===== config.mk =====
export PLATFORM = sky130hd
export DESIGN_NAME = largest_prime_factor_top
export DESIGN_NICKNAME = d
export VERILOG_FILES = /design/src/hdl/lpf_pkg.sv /design/src/hdl/lpf_ctrl.sv /design/src/hdl/lpf_datapath.sv /design/src/hdl/largest_prime_factor_top.sv
export SDC_FILE = /design/constraint.sdc
export NUM_CORES = 1
export LEC_CHECK = 0
export ABC_CLOCK_PERIOD_IN_PS = 5100
export BUFFER_PORTS_ARGS = -buffer_cell sky130_fd_sc_hd__clkbuf_2
export CAP_MARGIN = 20
export CORE_ASPECT_RATIO = 1.5
export CORE_MARGIN = 2
export CORE_UTILIZATION = 50
export CTS_BUF_LIST = sky130_fd_sc_hd__clkbuf_16
export CTS_CLUSTER_SIZE = 28
export DETAILED_ROUTE_END_ITERATION = 10
export PLACE_DENSITY = 0.72
export RECOVER_POWER = 100
export SETUP_SLACK_MARGIN = 0.02
export SLEW_MARGIN = 20
export SYNTH_ARGS = -nofsm -noshare
export SYNTH_HDL_FRONTEND = slang
export SYNTH_SLANG_ARGS = --single-unit

===== constraint.sdc =====
create_clock -name aclk -period 5.1 [get_ports aclk]
set_input_delay 0.51 -clock aclk [delete_from_list [all_inputs] [get_ports aclk]]
set_output_delay 0.51 -clock aclk [all_outputs]
set_load 0.01 [all_outputs]

===== src/hdl/lpf_pkg.sv =====
package lpf_pkg;

    // bits of the number to factor and of the result
    localparam int VALUE_WIDTH = 31;

    // divider step counter width
    localparam int STEP_W = $clog2(VALUE_WIDTH);

    // controller to datapath commands
    typedef struct packed {
        logic load;      // capture a new input beat
        logic div_init;  // start a division of the remainder by the divisor
        logic div_step;  // one restoring division step
        logic take;      // divisor divides: remainder becomes the quotient
        logic advance;   // divisor does not divide: move to the next candidate
        logic load_out;  // copy the remainder into the result register
    } lpf_cmd_t;

    // datapath to controller status
    typedef struct packed {
        logic q_below_d; // divisor exceeds quotient: search is over
        logic rem_zero;  // division left no remainder
    } lpf_stat_t;

endpackage


===== src/hdl/lpf_ctrl.sv =====
module lpf_ctrl import lpf_pkg::*; (
    input  logic      aclk,
    input  logic      aresetn,
    input  logic      s_valid,
    output logic      s_ready,
    output logic      m_valid,
    input  logic      m_ready,
    input  lpf_stat_t stat,
    output lpf_cmd_t  cmd
);

    typedef enum logic [2:0] {
        ST_IDLE,
        ST_DIV_INIT,
        ST_DIV,
        ST_DECIDE,
        ST_DONE
    } state_t;

    state_t            state_reg, state_next;
    logic [STEP_W-1:0] step_cnt_reg, step_cnt_next;
    logic              m_valid_reg, m_valid_next;

    // state, step counter and output valid
    always_ff @(posedge aclk) begin
        if (!aresetn) begin
            state_reg    <= ST_IDLE;
            step_cnt_reg <= '0;
            m_valid_reg  <= 1'b0;
        end else begin
            state_reg    <= state_next;
            step_cnt_reg <= step_cnt_next;
            m_valid_reg  <= m_valid_next;
        end
    end

    // next state and command decode
    always_comb begin
        state_next    = state_reg;
        step_cnt_next = step_cnt_reg;
        m_valid_next  = m_valid_reg && !m_ready;
        cmd           = '0;
        unique case (state_reg)
            ST_IDLE: begin
                if (s_valid) begin
                    cmd.load   = 1'b1;
                    state_next = ST_DIV_INIT;
                end
            end
            ST_DIV_INIT: begin
                cmd.div_init  = 1'b1;
                step_cnt_next = '0;
                state_next    = ST_DIV;
            end
            ST_DIV: begin
                cmd.div_step = 1'b1;
                if (step_cnt_reg == STEP_W'(VALUE_WIDTH - 1)) begin
                    state_next = ST_DECIDE;
                end else begin
                    step_cnt_next = step_cnt_reg + STEP_W'(1);
                end
            end
            ST_DECIDE: begin
                if (stat.q_below_d) begin
                    state_next = ST_DONE;
                end else begin
                    if (stat.rem_zero) begin
                        cmd.take = 1'b1;
                    end else begin
                        cmd.advance = 1'b1;
                    end
                    state_next = ST_DIV_INIT;
                end
            end
            ST_DONE: begin
                if (!m_valid_reg || m_ready) begin
                    cmd.load_out = 1'b1;
                    m_valid_next = 1'b1;
                    state_next   = ST_IDLE;
                end
            end
            default: begin
                state_next = ST_IDLE;
            end
        endcase
    end

    assign s_ready = (state_reg == ST_IDLE);
    assign m_valid = m_valid_reg;

endmodule


===== src/hdl/lpf_datapath.sv =====
module lpf_datapath import lpf_pkg::*; (
    input  logic                   aclk,
    input  lpf_cmd_t               cmd,
    input  logic [VALUE_WIDTH-1:0] in_value,
    output lpf_stat_t              stat,
    output logic [VALUE_WIDTH-1:0] result_value
);

    logic [VALUE_WIDTH-1:0] n_reg, n_next;
    logic [VALUE_WIDTH-1:0] d_reg, d_next;
    logic [VALUE_WIDTH-1:0] rem_reg, rem_next;
    logic [VALUE_WIDTH-1:0] quo_reg, quo_next;
    logic [VALUE_WIDTH-1:0] res_reg, res_next;
    logic [VALUE_WIDTH:0]   shifted;
    logic [VALUE_WIDTH+1:0] diff;

    // payload registers
    always_ff @(posedge aclk) begin
        n_reg   <= n_next;
        d_reg   <= d_next;
        rem_reg <= rem_next;
        quo_reg <= quo_next;
        res_reg <= res_next;
    end

    // restoring divider trial subtract
    assign shifted = {rem_reg, quo_reg[VALUE_WIDTH-1]};
    assign diff    = {1'b0, shifted} - {2'b00, d_reg};

    always_comb begin
        n_next   = n_reg;
        d_next   = d_reg;
        rem_next = rem_reg;
        quo_next = quo_reg;
        res_next = res_reg;

        // new beat: zero behaves as one, divisor starts at two
        if (cmd.load) begin
            n_next = (in_value < VALUE_WIDTH'(2)) ? VALUE_WIDTH'(1) : in_value;
            d_next = VALUE_WIDTH'(2);
        end

        // division of remainder by divisor, one quotient bit a cycle
        if (cmd.div_init) begin
            rem_next = '0;
            quo_next = n_reg;
        end
        if (cmd.div_step) begin
            if (diff[VALUE_WIDTH+1]) begin
                rem_next = shifted[VALUE_WIDTH-1:0];
                quo_next = {quo_reg[VALUE_WIDTH-2:0], 1'b0};
            end else begin
                rem_next = diff[VALUE_WIDTH-1:0];
                quo_next = {quo_reg[VALUE_WIDTH-2:0], 1'b1};
            end
        end

        // divide out a factor or move to the next odd candidate
        if (cmd.take) begin
            n_next = quo_reg;
        end
        if (cmd.advance) begin
            d_next = (d_reg == VALUE_WIDTH'(2)) ? VALUE_WIDTH'(3) : d_reg + VALUE_WIDTH'(2);
        end

        // what is left once the divisor passes its square root is the answer
        if (cmd.load_out) begin
            res_next = n_reg;
        end
    end

    assign stat.q_below_d = (d_reg > quo_reg);
    assign stat.rem_zero  = (rem_reg == '0);
    assign result_value   = res_reg;

endmodule


===== src/hdl/largest_prime_factor_top.sv =====
// channel  | valid   | ready   | payload
// ---------+---------+---------+------------------------------
// input    | s_valid | s_ready | s_value[VALUE_WIDTH-1:0]
// result   | m_valid | m_ready | m_largest_factor[VALUE_WIDTH-1:0]
//
// one beat in flight: IDLE accepts it, each trial divisor then passes through
// DIV_INIT, DIV and DECIDE in the bit-serial restoring divider, and DONE hands
// the result over; the longest search is for a 31-bit prime near 2^31.
// synchronous active-low reset clears the controller and result valid.
// a stalled result sits in the output register; the next beat is accepted meanwhile.
module largest_prime_factor_top import lpf_pkg::*; (
    input  logic                   aclk,
    input  logic                   aresetn,
    input  logic                   s_valid,
    output logic                   s_ready,
    input  logic [VALUE_WIDTH-1:0] s_value,
    output logic                   m_valid,
    input  logic                   m_ready,
    output logic [VALUE_WIDTH-1:0] m_largest_factor
);

    lpf_cmd_t  cmd;
    lpf_stat_t stat;

    // sequencer
    lpf_ctrl u_ctrl (
        .aclk    (aclk),
        .aresetn (aresetn),
        .s_valid (s_valid),
        .s_ready (s_ready),
        .m_valid (m_valid),
        .m_ready (m_ready),
        .stat    (stat),
        .cmd     (cmd)
    );

    // remainder, divisor, divider and result registers
    lpf_datapath u_dp (
        .aclk         (aclk),
        .cmd          (cmd),
        .in_value     (s_value),
        .stat         (stat),
        .result_value (m_largest_factor)
    );

endmodule


==> results.cfg <==
[global_route]
grt_pass1_vias = 6742
grt_max_degree = 61
grt-ovfl-total = 0
grt_pass1_wl_mm = 33.71
antenna_found_initial = 0
track_usage = 0.2132

[synthesis]
synth.top_cell.area_share = 0.4837
synth_area_leaders = edfxtp_1 48%, ha_1 8.5%, xnor2_1 3.9%
async_flop_share = 0
synth_top_family_by_area = simple AND/OR/NAND/NOR gates
syn_inst = 878
synth_compound_area_frac = 0.1163
yosys_most_used_dff = edfxtp_1
ys_seq_area_frac = 0.5025
yosys.area_share.adder = 0.08661
synth-xor-area-share = 0.04733
synthesis.area_sq_um = 9622
synth-seq-cells = 164
synth_largest_area_cell = edfxtp_1
yosysUniqueCellTypes = 63
synthMuxAreaShare = 0.06437
synth-edff-count = 155
synth_fp_nets = 979
avgSynthCellArea_sq_um = 10.96
ys_warn_count = 0
synthSimpleGateAreaFrac = 0.1388

[clock_network]
worst_skew_pair.late_latency_ns = 0.43
clkSlewWorstSetupHoldPaths_ns = 0.06
cts-root-buf = clkbuf_16
postCtsSetupBuffers = 0
cts_hold_buf = 0
post_cts_resized = 0
htreeDepth = 4
cts.sinks = 164
clockBufferDepth = 2
cts_made_buffers = 17
cts_tree = yes

[sta]
hold_viol = 0
fmaxAchievable_ghz = 0.2411
rsz0062_at_grt = no
fin_crit_sh = 0.8132
worst_pin_slew_ns = 2.099
tns_ns = 0
min_period_ns = 4.147
skew_ns = 0.007258
setup_viol = 0
max-slew-margin-rel = -0.3992
finalMaxSlewViolations = 96

[critical_path]
required_ns = 5.20
startpoint_type = register
regToRegSetupSlack_ns = 0.95
path_class = register to register
cp.arrival_ns = 4.24
cp_max_fo = 37
crit_path_end_kind = register

[cells_and_area]
area_delta_synth_final_pct = 11.01
drive_gt1_frac = 0.1097
diodes = 0
fin_util = 0.5620
nNetsFinal = 1046

[placement]
routabilityCongestion = 0.9298
io_buffer_count = 67
dp_hpwl_mm = 15.59

[floorplanning]
rows = 62
die_height_microns = 173.9
start_util = 0.5063
core_area_sq_um = 19010
die_x_microns = 117.3
dieArea_sq_um = 20390
ios = 68

[routing]
dr.pass1.iters = 5
drtAntennaViolNets = 0
first_iter_violations = 504
drt_wl_total_mm = 21.02
wl_per_cell_microns = 17.33
vias_per_cell = 5.611
drc = 0
vias = 6806

[power_and_ir_drop]
p_leak_nw = 4.229
vdd_drop_max_uv = 243.2
p_per_area_nw_per_um2 = 352.7

[run_status]
violations = max-capacitance violations, max-slew violations
outcome = finished with violations

[min_path]
worstHoldPathType = input port to register

[flow_run]
cap_violations = 3
## final cells by class
cell class | count | area (sq um)
fill | 1628 | 8324
clock inverter | 14 | 187.7
multi-input combinational | 616 | 4313
clock buffer | 17 | 425.4
timing repair buffer | 75 | 334.1
inverter | 71 | 266.5
tap | 256 | 320.3
sequential | 164 | 4835
## synth_stat cells (2+ instances only)
library cell	n
buf_6	7
nand2_1	59
nor3_1	14
mux2_1	3
nand4_1	23
a21o_1	25
inv_1	71
nand2b_1	9
a211oi_1	8
ha_1	65
o31a_1	3
xnor2_1	43
o21a_1	10
a31oi_1	3
nand3_1	12
and2_1	7
or2_2	4
o31ai_1	2
nor2b_1	7
xor2_1	9
a21oi_1	36
and3_1	7
a2111o_1	2
nor2_1	91
a311oi_1	2
edfxtp_1	155
clkbuf_1	18
a21boi_0	2
o21bai_1	6
o21ai_0	46
o22ai_1	3
and4_1	3
mux2i_1	27
mux2_2	28
o21ai_1	5
dfxtp_1	9
nor4_1	26
nor3b_1	3
## kinds of logic (layout without fill, tap and decap cells)
| kind of cell | after synthesis | count (layout) |
|---|---|---|
| DFF | 164 | 164 |
| AOI/OAI and AO/OA | 167 | 167 |
| xor gates and xnor gates | 52 | 52 |
| adders and majority gates | 66 | 66 |
| muxes | 58 | 58 |
| buffers and inverters | 98 | 177 |
| and+or+nand+nor | 273 | 273 |
## final timing paths
path / startpoint / endpoint / cells past startpoint
max: u_dp.quo_reg[30] / u_dp.rem_reg[27] / 14
min reg2reg: u_dp.n_reg[22] / u_dp.result_value[22] / 0
min: aresetn / u_ctrl.state_reg[2] / 2
max reg2reg: u_dp.quo_reg[30] / u_dp.rem_reg[27] / 14
## power breakdown
group          leakage [nW]  switching [W]  internal (W)
registers              1.55      0.0000824       0.00160
clock network         0.288       0.000531      0.000814
logic                  2.40       0.000435      0.000302
total                  4.23        0.00105       0.00272
## per-layer routing
| layer | wire (microns) | track usage |
|---|---|---|
| met1 | 8626 | 0.2511 |
| met2 | 11100 | 0.3793 |
| met3 | 765 | 0.03452 |
| met4 | 522 | 0.08333 |
| met5 | 0 | 0 |
## worst max-delay path, stage by stage (launching register included)
cell and delay (ns):
edfxtp_1 0.44, inv_1 0.11, ha_1 0.18, inv_1 0.06, fa_1 0.39, a21o_1 0.21, nand4_1 0.11, a31oi_1 0.16
o22a_4 0.28, a31oi_1 0.26, o21ai_2 0.12, o311ai_0 0.62, nand2_4 0.49, mux2i_1 0.30, nor2_1 0.06
## layout by cell type (no fill, tap or decap), types with 3 or more instances in the layout
master / synthesis / final
a211oi_1: 8 / 9
a21o_1: 25 / 25
a21oi_1: 36 / 36
a31oi_1: 3 / 5
and2_1: 7 / 6
and3_1: 7 / 7
and4_1: 3 / 3
bufinv_16: 0 / 4
clkbuf_1: 18 / 37
clkbuf_16: 0 / 17
clkbuf_2: 0 / 36
clkinvlp_4: 0 / 4
dfxtp_1: 9 / 9
edfxtp_1: 155 / 155
ha_1: 65 / 65
inv_1: 71 / 72
mux2_1: 3 / 3
mux2_2: 28 / 28
mux2i_1: 27 / 27
nand2_1: 59 / 59
nand2b_1: 9 / 9
nand3_1: 12 / 12
nand4_1: 23 / 23
nor2_1: 91 / 91
nor2b_1: 7 / 7
nor3_1: 14 / 14
nor3b_1: 3 / 3
nor4_1: 26 / 26
o21a_1: 10 / 10
o21ai_0: 46 / 46
o21ai_1: 5 / 5
o21bai_1: 6 / 6
o22ai_1: 3 / 3
o31a_1: 3 / 3
o31ai_1: 2 / 3
or2_2: 4 / 3
xnor2_1: 43 / 43
xor2_1: 9 / 9
## stage by stage
stage / hold slack, ns / cell area, sq um / setup slack (ns) / power [W] / instances
after floorplan: 0.4262 / 9622 / 1.044 / 0.002270 / 878
after global placement: 0.4293 / 10180 / 1.465 / 0.002439 / 1181
after detailed placement: 0.4388 / 10210 / 1.394 / 0.002464 / 1182
after CTS: 0.3740 / 10820 / 1.368 / 0.003804 / 1213
after global routing: 0.3993 / 10680 / 0.6103 / 0.003933 / 1213
final: 0.3848 / 10680 / 0.9528 / 0.003767 / 1213
No activity file was read; power rests on OpenSTA's default activity.
